$ cat src/hw/rtl/rotation_matrix_to_quaternion_defines.svh
// Assertion macros used by the rotation matrix to quaternion back end
`ifndef ROTATION_MATRIX_TO_QUATERNION_DEFINES_SVH
`define ROTATION_MATRIX_TO_QUATERNION_DEFINES_SVH

// Implication checked on every clock edge, disabled while in reset
`define RMQ_ASSERT_IMPL(lbl, ante, cons) \
	lbl: assert property (@(posedge clk) disable iff (!arst_n) (ante) |-> (cons)) \
		else $error("rmq assertion failed");

// Implication whose consequent is checked in the cycle after the antecedent
`define RMQ_ASSERT_NEXT(lbl, ante, cons) \
	lbl: assert property (@(posedge clk) disable iff (!arst_n) (ante) |=> (cons)) \
		else $error("rmq assertion failed");

`endif

$ cat src/hw/rtl/rmq_pkg.sv
// Types and constants for the rotation matrix to quaternion block
package rmq_pkg;
	localparam int IN_W     = 18;
	localparam int OUT_W    = 18;
	localparam int FRAC     = 16;
	localparam int C_W      = 21;
	localparam int A_W      = 19;
	localparam int SQ_W     = 38;
	localparam int S_W      = 40;
	localparam int W_W      = 62;
	localparam int R_W      = 31;
	localparam int D_W      = 48;
	localparam int Q_W      = 17;
	localparam int HALF_W   = 5;
	localparam int NORM_BASE = W_W - S_W;
	localparam int FIFO_DEPTH = 4;
	localparam int PTR_W    = $clog2(FIFO_DEPTH);
	localparam int CNT_W    = $clog2(FIFO_DEPTH + 1);

	localparam logic signed [C_W-1:0] ONE     = C_W'(1) <<< FRAC;
	localparam logic [Q_W-1:0]        OUT_ONE = Q_W'(1) << FRAC;

	typedef logic signed [C_W-1:0] comp_t;

	// unnormalized quaternion x, y, z, w
	typedef struct packed {
		logic [3:0][C_W-1:0] c;
	} raw_t;
endpackage

$ cat src/hw/rtl/rmq_front.sv
// Front end: accepts matrices, picks the Shepperd branch, forms raw quaternion
module rmq_front (
	input  logic                             push,
	output logic                             full,
	input  logic signed [rmq_pkg::IN_W-1:0]  row0_x,
	input  logic signed [rmq_pkg::IN_W-1:0]  row0_y,
	input  logic signed [rmq_pkg::IN_W-1:0]  row0_z,
	input  logic signed [rmq_pkg::IN_W-1:0]  row1_x,
	input  logic signed [rmq_pkg::IN_W-1:0]  row1_y,
	input  logic signed [rmq_pkg::IN_W-1:0]  row1_z,
	input  logic signed [rmq_pkg::IN_W-1:0]  row2_x,
	input  logic signed [rmq_pkg::IN_W-1:0]  row2_y,
	input  logic signed [rmq_pkg::IN_W-1:0]  row2_z,
	input  logic                             fifo_full,
	output logic                             wr,
	output rmq_pkg::raw_t                    wdata
);
	import rmq_pkg::*;

	comp_t m00, m01, m02, m10, m11, m12, m20, m21, m22, tr;

	// sign extend the elements
	always_comb begin
		m00 = comp_t'(row0_x); m01 = comp_t'(row0_y); m02 = comp_t'(row0_z);
		m10 = comp_t'(row1_x); m11 = comp_t'(row1_y); m12 = comp_t'(row1_z);
		m20 = comp_t'(row2_x); m21 = comp_t'(row2_y); m22 = comp_t'(row2_z);
		tr  = m00 + m11 + m22;
	end

	// branch on trace, then on largest diagonal element
	always_comb begin
		if (tr > 0) begin
			wdata.c[0] = m12 - m21;
			wdata.c[1] = m20 - m02;
			wdata.c[2] = m01 - m10;
			wdata.c[3] = tr + ONE;
		end else if (m00 > m11 && m00 > m22) begin
			wdata.c[0] = m00 - m11 - m22 + ONE;
			wdata.c[1] = m10 + m01;
			wdata.c[2] = m20 + m02;
			wdata.c[3] = m12 - m21;
		end else if (m11 > m22) begin
			wdata.c[0] = m10 + m01;
			wdata.c[1] = m11 - m00 - m22 + ONE;
			wdata.c[2] = m21 + m12;
			wdata.c[3] = m20 - m02;
		end else begin
			wdata.c[0] = m20 + m02;
			wdata.c[1] = m12 + m21;
			wdata.c[2] = m22 - m00 - m11 + ONE;
			wdata.c[3] = m01 - m10;
		end
	end

	assign full = fifo_full;
	assign wr   = push && !fifo_full;
endmodule

$ cat config.mk
export PLATFORM = sky130hd
export DESIGN_NAME = rmq_front
export DESIGN_NICKNAME = d
export VERILOG_FILES = /design/src/hw/rtl/rotation_matrix_to_quaternion_defines.svh /design/src/hw/rtl/rmq_pkg.sv /design/src/hw/rtl/rmq_front.sv
export SDC_FILE = /design/constraint.sdc
export NUM_CORES = 1
export LEC_CHECK = 0
export ABC_CLOCK_PERIOD_IN_PS = 13070
export BUFFER_PORTS_ARGS = -buffer_cell sky130_fd_sc_hd__buf_2
export CORE_UTILIZATION = 28
export DETAILED_ROUTE_END_ITERATION = 8
export PLACE_DENSITY = 0.43
export SYNTH_ARGS = -nofsm -noshare
export SYNTH_HDL_FRONTEND = slang
export SYNTH_SLANG_ARGS = --single-unit
export TNS_END_PERCENT = 20
$ cat constraint.sdc
create_clock -name vclk -period 13.07
set_clock_uncertainty 0.15 [all_clocks]
set_input_delay 2.614 -clock vclk [all_inputs]
set_output_delay 2.614 -clock vclk [all_outputs]
set_load 0.03 [all_outputs]
==> results of run 1 <==
## through the flow
step           utilization [%]  setup WS, ns  area, µm²
3_5_place_dp              32.0          1.73      17400
5_1_grt                   32.0          1.16      17400
6_report                  32.0          1.68      17400
4_1_cts                   32.0          1.69      17400
2_1_floorplan                -          3.00      15500
3_3_place_gp              32.0          1.92      17400
## cells by family after synthesis
group                      share of synthesized area, %
AOI/OAI and AO/OA                                  23.9
xor gates and xnor gates                           7.78
buffers and inverters                              8.76
and+or+nand+nor                                    15.9
muxes                                              5.91
adders and majority gates                          37.7
## cell usage in the layout, fill, tap and decap left out, types with 25 or more instances in the layout
master / n
nand2b_1: 25
xor2_1: 35
o21a_1: 35
fa_1: 85
o21ai_0: 92
nand2_1: 95
nand3_1: 26
nor3_1: 44
ha_1: 332
nor2b_1: 40
a21oi_1: 161
buf_2: 250
a21o_1: 38
inv_1: 271
xnor2_1: 101
mux2i_1: 68
o21bai_1: 25
o211ai_1: 35
a31oi_1: 28
nor2_1: 204
## worst paths after layout
kind / to / slack (ns)
worst max-delay path: wdata[39] / 1.68
worst min-delay path: full / 5.35
## report_power, final
part,total (mW),switching [mW],internal (mW)
combinational,1.81,1.19,0.625
clock,0,0,0
sequential,0,0,0
## worst max-delay path, stage by stage
cell and delay, ns:
buf_2 0.16, inv_1 0.14, fa_1 0.57, inv_1 0.09, ha_1 0.34, nor2b_1 0.17, o31ai_1 0.44, a21oi_1 0.23
o211ai_1 0.38, o21ai_0 0.19, o21a_1 0.16, a31o_2 0.25, xor2_1 0.20, inv_1 0.09, ha_1 0.16, nand4_1 0.08
a211o_1 0.24, nor4_1 0.25, o2111ai_1 0.24, o31ai_4 0.26, buf_4 0.61, a21boi_0 0.39, a21oi_1 0.11, buf_2 0.19
## final cells by class
type,count,share of cell area (%)
inverters,271,5.85
repair buffers,258,7.55
multi-input cells,1726,81.6
well taps,696,5.01
## routing by layer
metal  vias up  GRT usage (%)  wire (µm)
met4         0           4.07       1400
met3        44          0.929       2020
met2       355           33.2      26200
met5         -              0          0
met1      6985           28.4      28500
li1       7500              -          -
==> results.ini, run 1 <==
[sta]
holdWs_ns=5.35
rsz0062_at_grt=false
finalCriticalPeriod_ns=11.39
max_freq_mhz=87.8
finalHoldViolCount=0
finalSetupViolations=0
period_share_pct=87.2
slew_headroom_pct=38.2
slew_viol_final=0
worstMarginPinSlew_ns=0.927
fin_setup_tns_ns=0

[min_path]
min_delay_path_depth=2
hp-class=in2out
min_from=fifo_full

[cells_and_area]
fin_cells=2951
regArea_um2=0
n_clock_buffer=0
drive_above_1_share_pct=13.6
design.seq.count=0
multiInputGateArea_mm2=0.0142
syn2layout_area_growth_pct=12.0
nFillCells=5977
antennaDiodeCount=0
nNetsFinal=2838

[global_route]
grt.total_usage_pct=20.0
antenna_found_initial=1
grt_first_pass_wirelength_um=86600
grt_max_degree=65
grt_overflow=0
grt_pass1_vias=14900

[synthesis]
syn_area_per_cell_um2=7.48
synth.most_common_cell=ha_1
synth_cells=2074
synth_nets=2655
yosys.area.top_type_share_pct=26.8
synth_top_area_cell=ha_1
syn_area_mm2=0.0155
synth.area.top_cells=ha_1 27%, fa_1 11%, inv_1 6.6%, xnor2_1 5.7%, a21oi_1 5.2%
yosysSeqAreaShare_pct=0
ys_top_cells_by_count=332 x ha_1, 271 x inv_1, 204 x nor2_1, 161 x a21oi_1, 101 x xnor2_1
ys_warn_count=0
ys_types=75

[pwr]
p_leak_nw=8.75
peakVddDrop_uv=86.0
total_power_mw=1.81
p_per_area_mw_per_mm2=104

[placement]
routabilityCongestion=0.906
place_inst=2951
io_buffers=250
dp_hpwl_um=51600

[floorplanning]
start_util_pct=28.6
rows=85
fp.dieH_um=237
core_mm2=0.0542
die_x_um=237
die-area_mm2=0.0564
io_pins=250

[critical_path]
cp.arrival_ns=8.63
crit_fanout=64
worstSetupEndpointType=output pin
crit_path_start_kind=input port
worstPathRequired_ns=10.31
critPathLaunch=row0_x[3]
crit_type=in2out

[detailed_routing]
wl_per_cell_um=19.7
drt_pass1_iterations=5
ant_nets=0
viasPerCell=5.04
remaining_drc_errors=0
drt_iter0_drc=785
vias=14900
totalWireLength_um=58100

[outcome]
outcome=finished clean

[clocking]
post_cts_buffers=0
cts.repair.resized=0
holdBufCountCts=0

[run]
drv_cap=0

Power figures use the tool's default switching activity.
==> run 2: changes to the inputs <==
--- a/config.mk
+++ b/config.mk
@@ -5,11 +5,13 @@
 export SDC_FILE = /design/constraint.sdc
 export NUM_CORES = 1
 export LEC_CHECK = 0
-export ABC_CLOCK_PERIOD_IN_PS = 13070
+export ABC_CLOCK_PERIOD_IN_PS = 9900
 export BUFFER_PORTS_ARGS = -buffer_cell sky130_fd_sc_hd__buf_2
+export CELL_PAD_IN_SITES_DETAIL_PLACEMENT = 1
+export CELL_PAD_IN_SITES_GLOBAL_PLACEMENT = 1
 export CORE_UTILIZATION = 28
 export DETAILED_ROUTE_END_ITERATION = 8
-export PLACE_DENSITY = 0.43
+export PLACE_DENSITY = 0.58
 export SYNTH_ARGS = -nofsm -noshare
 export SYNTH_HDL_FRONTEND = slang
 export SYNTH_SLANG_ARGS = --single-unit
==> constraint.sdc (replaced) <==
create_clock -name vclk -period 9.9
set_clock_uncertainty 0.15 [all_clocks]
set_input_delay 1.98 -clock vclk [all_inputs]
set_output_delay 1.98 -clock vclk [all_outputs]
set_load 0.03 [all_outputs]
==> run 2 against run 1 <==
Effect of this change:
- core utilization grew 0.47 points
- global-route usage rose by 1.5 points
- critical endpoint is now wdata[47]
- final cell count up 0.68%
- routed wire length is 7.4% higher
- highest routed layer unchanged
==> results.ini, run 2 (same netlist as run 1, synthesis figures left out) <==
[critical_path]
crit_path_start_kind=input port
crit_path_frequent_cell=inv_1
crit_type=in2out
cp_num_cells=24  ; unchanged
cp.arrival_ns=7.51  ; -1.12 ns
path_cells=buf_2 > inv_1 > fa_1 > inv_1 > ha_1 > nor2b_1 > o211ai_1 > a21oi_2 > o211ai_1 > o21ai_2 > o21a_1 > a31o_2 > xor2_1 > inv_1 > ha_1 > nand4_1 > a211o_1 > nor4_2 > o2111ai_2 > o31ai_4 > buf_12 > buf_12 > mux2_2 > buf_2
worstPathRequired_ns=7.77  ; -2.54 ns
worstSetupEndpointType=output pin
path_delay_family=compound AO/OA/AOI/OAI gates
critPathBufInv=7  ; +1
cp_slowest_cell=fa_1
crit_fanout=29  ; -55%
cp_slowest_stage_delay_ns=0.58  ; -0.03 ns

[cells_and_area]
fin_cells=2971  ; +0.68%
final_area_mm2=0.0176  ; +1.5%
drive_above_1_share_pct=14.6  ; +1.0 points
nNetsFinal=2856  ; +0.63%
nFillCells=6713  ; +12%
n_clock_buffer=0  ; unchanged
syn2layout_area_growth_pct=13.6
final_cell_mix=332 x ha_1, 271 x inv_1, 250 x buf_2
regArea_um2=0  ; unchanged
design.seq.count=0  ; unchanged
final_common_cell=ha_1
fin_util_pct=32.5  ; +0.47 points

[detailed_routing]
viasPerCell=5.15  ; +2.1%
drt_pass1_iterations=5  ; unchanged
wl_per_cell_um=21.0  ; +6.7%
totalWireLength_um=62400  ; +7.4%
remaining_drc_errors=0  ; unchanged
vias=15300  ; +2.8%
ant_nets=0  ; unchanged
drt_iter0_drc=731  ; -6.9%

[placement]
placed_area_mm2=0.0176  ; +1.1%
io_buffers=250  ; unchanged
dp_hpwl_um=55300  ; +7.3%
place_inst=2967  ; +0.54%
routabilityCongestion=0.918  ; +1.3%

[sta]
finalCriticalPeriod_ns=9.64
period_share_pct=97.4
max_freq_mhz=104
finalHoldViolCount=0  ; unchanged
slew_headroom_pct=29.0  ; -9.2 points
fin_setup_tns_ns=0  ; unchanged
worstMarginPinSlew_ns=1.06  ; +0.136 ns
slew_viol_final=0  ; unchanged
finalSetupViolations=0  ; unchanged

[pwr]
total_power_mw=2.49  ; +38%
p_per_area_mw_per_mm2=141  ; +36%
p_leak_nw=8.87  ; +1.3%
peakVddDrop_uv=86.3  ; +0.34%

[floorplanning]
core_mm2=0.0542  ; unchanged
io_pins=250  ; unchanged
rows=85  ; unchanged
fp.dieH_um=237  ; unchanged
start_util_pct=28.6  ; unchanged
die_x_um=237  ; unchanged
die-area_mm2=0.0564  ; unchanged

[global_route]
grt_overflow=0  ; unchanged
grt_first_pass_wirelength_um=93600  ; +8.1%
antenna_found_initial=2  ; +1
grt.total_usage_pct=21.4  ; +1.5 points
grt_max_degree=107  ; +65%
grt_pass1_vias=16100  ; +7.7%

[clocking]
holdBufCountCts=0  ; unchanged

[min_path]
min_delay_path_depth=2  ; unchanged
hp-class=in2out

[run]
drv_cap=0  ; unchanged

[outcome]
outcome=finished clean

==> run 2: changes by cell type in the layout (fill, tap and decap cells not counted), moves of 2 or more <==
cell and delta:
buf_4 +12, buf_12 +6, diode_2 +2, o2111ai_1 -2, o2111ai_2 +2
==> run 2: path summary, 6_finish.rpt <==
path / end / slack, ns / start
min: full / 4.08 / fifo_full
max: wdata[47] / 0.26 / row0_x[3]
==> run 2: routing by layer <==
layer  wire length [µm]  GRT usage, %
met3               2200          1.93
met1              29900          29.2
met5                  0             0
met2              28500          36.0
met4               1840          5.81
==> run 2: through the flow <==
stage | hold slack (ns) | worst slack [ns]
3_3_place_gp | 4.08 | 0.294
2_1_floorplan | 3.92 | 1.10
6_report | 4.08 | 0.257
4_1_cts | 4.08 | 0.0861
5_1_grt | 4.08 | -0.0230
3_5_place_dp | 4.08 | 0.00168
==> run 2: area by class of cell <==
class / count / area (µm²) / area share (%)
multi-input combinational: 1726 / 14200 / 80.6
timing repair buffer: 276 / 1520 / 8.63
inverter: 271 / 1020 / 5.77
tap: 696 / 871 / 4.94
antenna: 2 / 5.00 / 0.0284
==> run 2: repair_timing <==
item                       CTS  global route
setup endpoints to repair    8            82
gates resized for setup      1             9
buffers inserted             0             2
pin swaps                    0             3
==> run 2: power breakdown <==
| part | internal (mW) | switching (mW) |
|---|---|---|
| sequential | 0 | 0 |
| combinational | 0.866 | 1.63 |
| clock | 0.0000000271 | 0 |
