[src/hw/rtl/rotation_matrix_to_quaternion_defines.svh]
// Assertion macros used by the rotation matrix to quaternion back end
`ifndef ROTATION_MATRIX_TO_QUATERNION_DEFINES_SVH
`define ROTATION_MATRIX_TO_QUATERNION_DEFINES_SVH

// Implication checked on every clock edge, disabled while in reset
`define RMQ_ASSERT_IMPL(lbl, ante, cons) \
	lbl: assert property (@(posedge clk) disable iff (!arst_n) (ante) |-> (cons)) \
		else $error("rmq assertion failed");

// Implication whose consequent is checked in the cycle after the antecedent
`define RMQ_ASSERT_NEXT(lbl, ante, cons) \
	lbl: assert property (@(posedge clk) disable iff (!arst_n) (ante) |=> (cons)) \
		else $error("rmq assertion failed");

`endif

[src/hw/rtl/rmq_pkg.sv]
// Types and constants for the rotation matrix to quaternion block
package rmq_pkg;
	localparam int IN_W     = 18;
	localparam int OUT_W    = 18;
	localparam int FRAC     = 16;
	localparam int C_W      = 21;
	localparam int A_W      = 19;
	localparam int SQ_W     = 38;
	localparam int S_W      = 40;
	localparam int W_W      = 62;
	localparam int R_W      = 31;
	localparam int D_W      = 48;
	localparam int Q_W      = 17;
	localparam int HALF_W   = 5;
	localparam int NORM_BASE = W_W - S_W;
	localparam int FIFO_DEPTH = 4;
	localparam int PTR_W    = $clog2(FIFO_DEPTH);
	localparam int CNT_W    = $clog2(FIFO_DEPTH + 1);

	localparam logic signed [C_W-1:0] ONE     = C_W'(1) <<< FRAC;
	localparam logic [Q_W-1:0]        OUT_ONE = Q_W'(1) << FRAC;

	typedef logic signed [C_W-1:0] comp_t;

	// unnormalized quaternion x, y, z, w
	typedef struct packed {
		logic [3:0][C_W-1:0] c;
	} raw_t;
endpackage

[src/hw/rtl/rmq_fifo.sv]
// Short queue between front end and normalization pipeline
module rmq_fifo (
	input  logic          clk,
	input  logic          arst_n,
	input  logic          wr,
	input  rmq_pkg::raw_t wdata,
	output logic          full,
	input  logic          rd,
	output rmq_pkg::raw_t rdata,
	output logic          empty
);
	import rmq_pkg::*;

	raw_t             mem_q [FIFO_DEPTH];
	logic [PTR_W-1:0] wptr_q, rptr_q;
	logic [CNT_W-1:0] cnt_q;

	assign full  = (cnt_q == CNT_W'(FIFO_DEPTH));
	assign empty = (cnt_q == '0);
	assign rdata = mem_q[rptr_q];

	// pointers and fill count
	always_ff @(posedge clk or negedge arst_n) begin
		if (!arst_n) begin
			wptr_q <= '0;
			rptr_q <= '0;
			cnt_q  <= '0;
		end else begin
			if (wr) wptr_q <= wptr_q + PTR_W'(1);
			if (rd) rptr_q <= rptr_q + PTR_W'(1);
			if (wr && !rd) cnt_q <= cnt_q + CNT_W'(1);
			else if (rd && !wr) cnt_q <= cnt_q - CNT_W'(1);
		end
	end

	// storage
	always_ff @(posedge clk) begin
		if (wr) mem_q[wptr_q] <= wdata;
	end
endmodule

[config.mk]
export PLATFORM = sky130hd
export DESIGN_NAME = rmq_fifo
export DESIGN_NICKNAME = d
export VERILOG_FILES = /design/src/hw/rtl/rotation_matrix_to_quaternion_defines.svh /design/src/hw/rtl/rmq_pkg.sv /design/src/hw/rtl/rmq_fifo.sv
export SDC_FILE = /design/constraint.sdc
export NUM_CORES = 1
export LEC_CHECK = 0
export BUFFER_PORTS_ARGS = -buffer_cell sky130_fd_sc_hd__buf_2
export CAP_MARGIN = 20
export CORE_ASPECT_RATIO = 1.5
export CORE_MARGIN = 2
export CORE_UTILIZATION = 35
export DETAILED_ROUTE_END_ITERATION = 8
export GPL_ROUTABILITY_DRIVEN = 0
export PLACE_DENSITY = 0.53
export SLEW_MARGIN = 0
export SYNTH_ARGS = -nofsm -noshare
export SYNTH_HDL_FRONTEND = slang
export SYNTH_SLANG_ARGS = --single-unit
[constraint.sdc]
create_clock -name clk -period 4.2 [get_ports clk]
set_clock_uncertainty 0.15 [all_clocks]
set_input_delay 0.42 -clock clk [delete_from_list [all_inputs] [get_ports clk]]
set_output_delay 0.42 -clock clk [all_outputs]
set_load 0.005 [all_outputs]
==> results of run 1 <==
[state kept, by name (all words and copies together), names as in the netlist]
register,cells
wptr_q,2
rptr_q,2
cnt_q,3
mem_q,336
[cell usage after synthesis, drive strengths merged]
cell type	number
nand2	2
inv	4
xor2	4
mux4	84
and2	4
ha	5
buf	19
xnor2	2
mux2	1
nor2	1
nor3	1
fa	1
o21ai	1
dfrtp	7
nor3b	1
edfxtp	336
[cell type report]
type | count | area, um2 | area share
clock inverter | 18 | 262 | 0.0163
clock buffer | 42 | 945 | 0.0590
multi-input combinational | 107 | 2100 | 0.131
inverter | 4 | 15.0 | 0.000937
tap | 478 | 598 | 0.0373
sequential | 343 | 10300 | 0.641
antenna | 1 | 2.50 | 0.000156
timing repair buffer | 270 | 1820 | 0.114
[report_power, final]
part           internal [mW]  switching [mW]  total (mW)
clock network           2.03            1.22        3.25
logic                   1.37            1.24        2.61
registers               4.48           0.342        4.82
total                   7.88            2.80        10.7
[logic make-up after synthesis]
family	count (synthesis)	share of synthesized area
AOI/OAI and AO/OA	1	0.000398
xor gates and xnor gates	6	0.00419
adders and majority gates	6	0.00658
buffers and inverters	23	0.0157
DFF	343	0.818
muxes	85	0.152
and+or+nand+nor	9	0.00389
[placed cells by master, fill, tap and decap left out, drive strengths merged]
cell         count
dlygate4sd3     85
nor2             1
inv              4
edfxtp         336
ha               5
nand2            2
diode            1
mux4            84
nor3             1
dfrtp            7
fa               1
xor2             4
nor3b            1
o21ai            1
clkbuf          42
mux2             1
buf            185
bufinv           7
clkinv          10
xnor2            2
clkinvlp         1
and2             4
[through the flow]
step,utilization,total power [mW]
global placement,0.392,7.49
floorplan,-,6.51
global route,0.450,11.2
detailed placement,0.392,7.56
CTS,0.449,10.9
finish,0.450,10.7
[layer usage]
layer  track usage  vias to the layer above  part of all wire
met2         0.260                      126              0.57
met3        0.0246                       38             0.036
li1              -                     2605                 -
met4        0.0530                        0             0.029
met1         0.148                     3096              0.37
met5             0                        -                 0
[worst min-delay path by stage]
| stage | startpoint | endpoint | cells past startpoint |
|---|---|---|---|
| 2_1_floorplan | arst_n | cnt_q[0] | 0 |
| 3_3_place_gp | arst_n | wptr_q[0] | 1 |
| 3_5_place_dp | arst_n | wptr_q[0] | 1 |
| 4_1_cts | wdata[52] | mem_q[3][52] | 1 |
| 5_1_grt | wdata[52] | mem_q[3][52] | 1 |
| 6_report | wdata[52] | mem_q[1][52] | 1 |
==> metrics.cfg, run 1 <==
[floorplanning]
fp.dieArea_um2=37400
die_w_um=159
io_pins=174
core_um2=35600
die_h_um=236
start_util=0.352
rows=85

[routing]
drt_iter0_markers=251
drcViolationCount=0
antenna_left=0
vias=5865
wl_per_cell_um=19.6
avgViaCountPerCell=4.64
dr.pass1.iters=4
wl_mm=24.8

[critical_path]
worstPathArrival_ps=2580
crit_chain=buf_12, mux4_2, buf_2
rr_startpoint=wptr_q[0]
r2r_cells=4
reg2reg_slack_ps=1890
cp.depth=3
worstSetupStartpointType=flip-flop
worst_path_largest_cell_delay_ps=880
critical_path_buf_inv_count=2
regToRegEndpoint=mem_q[2][68]
crit_path_top_delay_cell=dfrtp_4
worst_setup_path_end_kind=primary output
path_class=flip-flop to primary output
crit_required_ps=3630
crit_family=flip-flops
startpoint=rptr_q[0]
crit_end=rdata[4]
worst-path-max-fanout=42

[outcome]
outcome=finished, final reports clean

[cts]
clock_path_buffers=3
cts_setup_buffers=0
cts_tree=done
cts_root_buffer=clkbuf_16
cts_made_buffers=34
cts-hold-fix-buffers=85
htreeDepth=2
clock_latency_ps=510
clock-sinks=343
path_clk_slew_ps=70
cts_resized=0

[sta]
worst_slack_ps=1050
setup_viol=0
fmax_mhz=317
rsz0062_at_grt=false
period_minus_slack_ps=3150
slew_headroom=0.340
tightestPinTransition_ps=990
hold_ws_ps=32.6
slew_violations=0
period_share=0.751
hold_violations=0
setup_tns_ps=0

[layout]
syn2layout_area_growth_pct=27.6
num-fill-cells=2998
drive_gt1_frac=0.416
final_cells=1263
nets=854
design_area_um2=16000

[power_and_ir_drop]
ir_drop_uv=316
p_leak_nw=5.51
pwr_density_cell_nw_per_um2=667

[global_routing]
grt_pass1_wl_mm=38.3
grt_pass1_vias=6738
grt_max_degree=62
antenna_found_initial=1
grt_use_total=0.137
grt_overflow=0

[synthesis]
ys_ff_latch=343
synthCells=473
seq_area_frac_synth=0.818
synth_area_um2=12600
synth.avg_cell_area_um2=26.5
synthDistinctLibCells=20
synthTopCellsByArea=edfxtp_1, mux4_2, dfrtp_1
synth_nets=567
synth_top_area_frac=0.804
yosysWarnings=0
synth_top_area_cell=edfxtp_1

[worst_hold_path]
hp-class=primary input to flip-flop

[placement]
place_ws_ps=1500
port_buffers=173
dpl_cell_area_um2=14000
hpwl_mm=14.8
place_inst=1117

[run]
maxCapViolCount=0

Note: power is estimated with default switching activity, not from simulation.
==> run 2, diff against run 1 <==
- ABC_AREA: not set -> 1
- clock period: 4.2 -> 3.3 ns (I/O delays scaled with it)
==> metrics.cfg, run 2 <==
[critical_path]
critical_path_buf_inv_count=2  ; unchanged
crit_required_ps=2820  ; -810 ps
crit_family=flip-flops
cp.depth=5  ; +2
regToRegEndpoint=mem_q[0][65]
worst_setup_path_end_kind=primary output
crit_path_top_delay_cell=dfrtp_4
r2r_cells=5  ; +1
crit_chain=buf_4, nand2_1, o211ai_1, nand2_1, buf_2
path_common_cell=nand2_1
worstSetupStartpointType=flip-flop
path_class=flip-flop to primary output
worst-path-max-fanout=33  ; -21%
worstPathArrival_ps=2090  ; -490 ps
startpoint=rptr_q[0]
worst_path_largest_cell_delay_ps=720  ; -160 ps
rr_startpoint=wptr_q[0]
crit_end=rdata[12]
reg2reg_slack_ps=1300  ; -590 ps

[synthesis]
ys_ff_latch=343  ; unchanged
synthTopCellsByArea=edfxtp_1, o211ai_2, nand2_1
synth_ff_type=edfxtp_1
synth_enable_flop_cells=336  ; unchanged
synthCells=1028  ; +120%
synth_nets=1122  ; +98%
seq_area_frac_synth=0.711  ; -0.107
synth_area_um2=14400  ; +15%
synth.avg_cell_area_um2=14.1  ; -47%
synth_top_area_cell=edfxtp_1
yosysWarnings=0  ; unchanged
synthDistinctLibCells=20  ; unchanged
netlist_top_cells_count=edfxtp_1, nand2_1, inv_1, o211ai_2, o211ai_1
synthArstFlopShare=0.0204  ; unchanged
synth_top_area_frac=0.698  ; -0.105
synth_most_common_cell=edfxtp_1

[sta]
slew_headroom=0.559  ; +0.219
setup_tns_ps=0  ; unchanged
rsz0062_at_grt=false
hold_ws_ps=47.1  ; +14.4 ps
period_minus_slack_ps=2570
tightestPinTransition_ps=661  ; -329 ps
slew_violations=0  ; unchanged
setup_viol=0  ; unchanged
period_share=0.778
hold_violations=0  ; unchanged
fmax_mhz=389

[cts]
htreeDepth=2  ; unchanged
cts_root_buffer=clkbuf_16
path_clk_slew_ps=60  ; about the same
clock-sinks=343  ; unchanged
cts_setup_buffers=0  ; unchanged
cts_made_buffers=35  ; +2.9%
cts_tree=done
clock_latency_ps=510  ; about the same
clock_path_buffers=3  ; unchanged
cts_resized=0  ; unchanged
cts-hold-fix-buffers=87  ; +2.4%

[global_routing]
grt_use_met3=0.0234  ; -0.00117
grt_pass1_wl_mm=46.4  ; +21%
grt_pass1_vias=8437  ; +25%
grt_overflow=0  ; unchanged
use_met2=0.252  ; -0.00838
grtUsageMet1=0.170  ; +0.0225
antenna_found_initial=4  ; +3
grt_max_degree=85  ; +37%
grt_use_total=0.140  ; +0.00304
grt_busiest_layer=met2

[worst_hold_path]
hp-class=primary input to async pin

[layout]
utilization=0.432  ; -0.0178
largestRegisters=mem_q x336, cnt_q x3
design_area_um2=17600  ; +10%
final_cell_mix=edfxtp_1, nand2_1, inv_1
nets=1379  ; +61%
layout_commonest_cell=edfxtp_1
final_cells=1819  ; +44%
drive_gt1_frac=0.270  ; -0.146
syn2layout_area_growth_pct=22.2
largest_reg_flops=336  ; unchanged
regMostFlops=mem_q

[routing]
wl_per_cell_um=16.4  ; -16%
vias=8364  ; +43%
drcViolationCount=0  ; unchanged
dr.pass1.iters=4  ; unchanged
drt_iter0_markers=460  ; +83%
wl_mm=29.8  ; +20%
avgViaCountPerCell=4.60  ; -0.98%
antenna_left=0  ; unchanged

[placement]
hpwl_mm=16.8  ; +13%
dpl_cell_area_um2=15700  ; +12%
port_buffers=173  ; unchanged
place_inst=1672  ; +50%

[power_and_ir_drop]
pwr_density_cell_nw_per_um2=848  ; +27%
p_leak_nw=7.10  ; +29%
ir_drop_uv=556  ; +76%

[floorplanning]
io_pins=174  ; unchanged
rows=91  ; +7.1%
die_h_um=253  ; +7.1%
die_w_um=170  ; +7.1%
core_um2=40900  ; +15%
start_util=0.353  ; +0.00101
fp.dieArea_um2=42900  ; +15%

[run]
maxCapViolCount=0  ; unchanged

[outcome]
outcome=finished, final reports clean

[run 2: cell types whose count changed in the layout (fill, tap and decap cells not counted), moves of 9 or more]
cell      change
buf_12        +9
o211ai_1     +57
inv_1       +171
nand2_1     +263
mux4_2       -84
o211ai_2    +111
[run 2: where the power goes]
group          internal [mW]  switching, mW  total, mW
combinational           1.93           3.22       5.14
sequential              5.70          0.301       6.00
clock                   2.26           1.56       3.81
[run 2: kinds of logic after synthesis]
kind of cell    share of synthesized area
xor+xnor                          0.00295
compound gates                      0.126
flops                               0.711
simple gates                       0.0703
buf+inv                            0.0843
fa+ha+maj                         0.00572
[run 2: area by class of cell]
| type | count | area [um2] |
|---|---|---|
| antenna | 2 | 5.00 |
| multi-input combinational | 448 | 2960 |
| tap | 511 | 639 |
| timing repair buffer | 277 | 1990 |
| sequential | 343 | 10300 |
| clock inverter | 16 | 145 |
| fill | 3746 | 23200 |
| inverter | 180 | 688 |
| clock buffer | 42 | 945 |
[run 2: how the worst min path moves through the flow]
stage	from	to	slack [ps]	depth (start not counted)
floorplan	arst_n	cnt_q[0]	-120	0
global placement	arst_n	cnt_q[0]	30	1
detailed placement	arst_n	cnt_q[0]	30	1
CTS	arst_n	cnt_q[0]	10	2
global route	arst_n	cnt_q[0]	40	2
finish	arst_n	cnt_q[2]	50	2
[run 2: worst reg2reg max path, cell delays in order (launching register included)]
cell     delay [ps]
dfrtp_1         420
inv_1           100
ha_1            140
nand2_1          80
inv_4           290
buf_12          440
[run 2: metal layers]
metal	vias to the layer above	routed length [um]
met5	-	21
met4	4	745
met3	51	1110
met2	150	15300
met1	4076	12600
li1	4083	-
[run 2: through the flow]
step                      setup slack, ps  total power [mW]
after global placement               1250              11.3
after detailed placement             1230              11.3
after floorplan                       411              9.71
after global routing                  551              15.9
final                                 731              15.0
after CTS                             669              15.3
==> run 3, diff against run 2 <==
- ABC_AREA: 1 -> 0
- clock period: 3.3 -> 2.5 ns (I/O delays scaled with it)
==> metrics.cfg, run 3 (synthesized netlist as in run 1, its figures left out) <==
[cts]
cts_root_buffer=clkbuf_16
cts_tree=done
htreeDepth=2  ; unchanged
path_clk_slew_ps=60  ; about the same
clock_path_buffers=3  ; unchanged
cts_made_buffers=34  ; -2.9%
clock-sinks=343  ; unchanged
clock_latency_ps=510  ; about the same

[sta]
slew_headroom=0.642  ; +0.0823
period_minus_slack_ps=2400
fmax_mhz=416
period_share=0.961
setup_viol=0  ; unchanged
slew_violations=0  ; unchanged
worst_slack_ps=96.5  ; -634 ps
hold_violations=0  ; unchanged
setup_tns_ps=0  ; unchanged
tightestPinTransition_ps=538  ; -123 ps
rsz0062_at_grt=true

[routing]
wl_mm=25.4  ; -15%
vias=5994  ; -28%
antenna_left=0  ; unchanged
wl_per_cell_um=19.9  ; +21%
drcViolationCount=0  ; unchanged
avgViaCountPerCell=4.69  ; +2.1%
drt_iter0_markers=283  ; -38%
dr.pass1.iters=4  ; unchanged

[critical_path]
path_class=flip-flop to primary output
worstPathArrival_ps=2000  ; -90 ps
r2r_cells=4  ; -1
reg2reg_slack_ps=620  ; -680 ps
rr_startpoint=wptr_q[1]
worstSetupStartpointType=flip-flop
regToRegEndpoint=mem_q[1][21]
worst-path-max-fanout=15  ; -55%
crit_required_ps=2100  ; -720 ps
worst_setup_path_end_kind=primary output

[outcome]
outcome=finished, final reports clean

[floorplanning]
io_pins=174  ; unchanged
core_um2=35600  ; -13%
start_util=0.352  ; -0.00101
die_w_um=159  ; -6.6%
die_h_um=236  ; -6.7%
fp.dieArea_um2=37400  ; -13%
rows=85  ; -6.6%

[placement]
port_buffers=173  ; unchanged
place_ws_ps=423  ; -810 ps
hpwl_mm=15.1  ; -10%

[power_and_ir_drop]
ir_drop_uv=838  ; +51%
swShare=0.268  ; -0.0712
clkPwrFrac=0.283  ; +0.028
p_sw_mw=4.81  ; -5.2%
pwr_density_cell_nw_per_um2=1110  ; +31%
internal-power_mw=13.2  ; +33%
combPwrFrac=0.284  ; -0.060
p_leak_nw=5.57  ; -21%
p_seq_frac=0.433  ; +0.032

[layout]
largest_reg_flops=336  ; unchanged
syn2layout_area_growth_pct=28.9
utilization=0.454  ; +0.0226
drive_gt1_frac=0.422  ; +0.152
antennaDiodeCount=0  ; -2
largestRegisters=mem_q x336, cnt_q x3
final_cell_mix=edfxtp_1, buf_2, dlygate4sd3_1
regMostFlops=mem_q
layout_commonest_cell=edfxtp_1
nets=868  ; -37%

[global_routing]
grt_max_degree=51  ; -40%
grt_use_total=0.139  ; -0.00108
antenna_found_initial=0  ; -4
grt_pass1_vias=6828  ; -19%
grt_pass1_wl_mm=38.7  ; -17%
grt_overflow=0  ; unchanged

[worst_hold_path]
hp-class=primary input to flip-flop
hp-start=rd
whs_path_depth=3
min_to=rptr_q[0]

[run]
maxCapViolCount=0  ; unchanged

-- run 3: cell types whose count changed in the layout (fill, tap and decap cells not counted), sizes merged, moves of 3 or more --
cell,change
nand2,-263
inv,-175
and2,+4
o211ai,-168
clkinv,-3
mux4,+84
buf,+6
-- run 3: worst max-delay path: stages, from the launching register on --
cell and delay (ps):
dfrtp_4 430, buf_4 160, buf_8 210, mux4_2 540
buf_2 150
-- run 3: power groups by stage --
stage                     Sequential [mW]  Combinational [mW]  Clock (mW)
after global placement               7.88                4.88           0
after detailed placement             7.96                4.91           0
after floorplan                      7.83                3.05           0
after global routing                 7.86                5.59        5.45
after CTS                            7.79                5.32        5.27
final                                7.77                5.10        5.09
-- run 3: what timing repair did --
action,4_1_cts,5_1_grt
hold endpoints to repair,347,0
gates cloned,1,0
pin swaps,0,0
setup endpoints to repair,71,15
gates resized for setup,6,1
hold buffers,88,0
setup buffers,5,0
-- run 3: layer usage --
layer  global-route usage  routed length [um]  vias up
met1                0.154                9380     3194
met4               0.0472                 505        0
li1                     -                   -     2638
met5                    0                   0        -
met3               0.0250                 986       37
met2                0.263               14600      125
-- run 3: final cells by class --
type | count | area, um2
sequential | 343 | 10300
inverter | 4 | 15.0
timing repair buffer | 284 | 2090
tap | 478 | 598
clock inverter | 17 | 193
clock buffer | 44 | 920
multi-input combinational | 107 | 2100
fill | 2964 | 19400
-- run 3: through the flow --
step,instance area [um2],cells,hold slack [ps],power [mW]
after detailed placement,14100,1122,-48.8,12.9
after floorplan,12600,473,-196,10.9
after global routing,16200,1277,326,18.9
after global placement,14100,1122,-55.6,12.8
after CTS,16200,1277,300,18.4
final,16200,1277,324,18.0
-- run 3: how the worst max path moves through the flow --
stage	start	end	slack [ps]	depth (start not counted)
3_5_place_dp	rptr_q[0]	rdata[52]	420	3
3_3_place_gp	rptr_q[0]	rdata[52]	440	3
5_1_grt	rptr_q[0]	rdata[30]	-2	4
2_1_floorplan	wptr_q[0]	mem_q[2][0]	250	3
4_1_cts	rptr_q[0]	rdata[12]	1	4
6_report	rptr_q[0]	rdata[12]	100	4
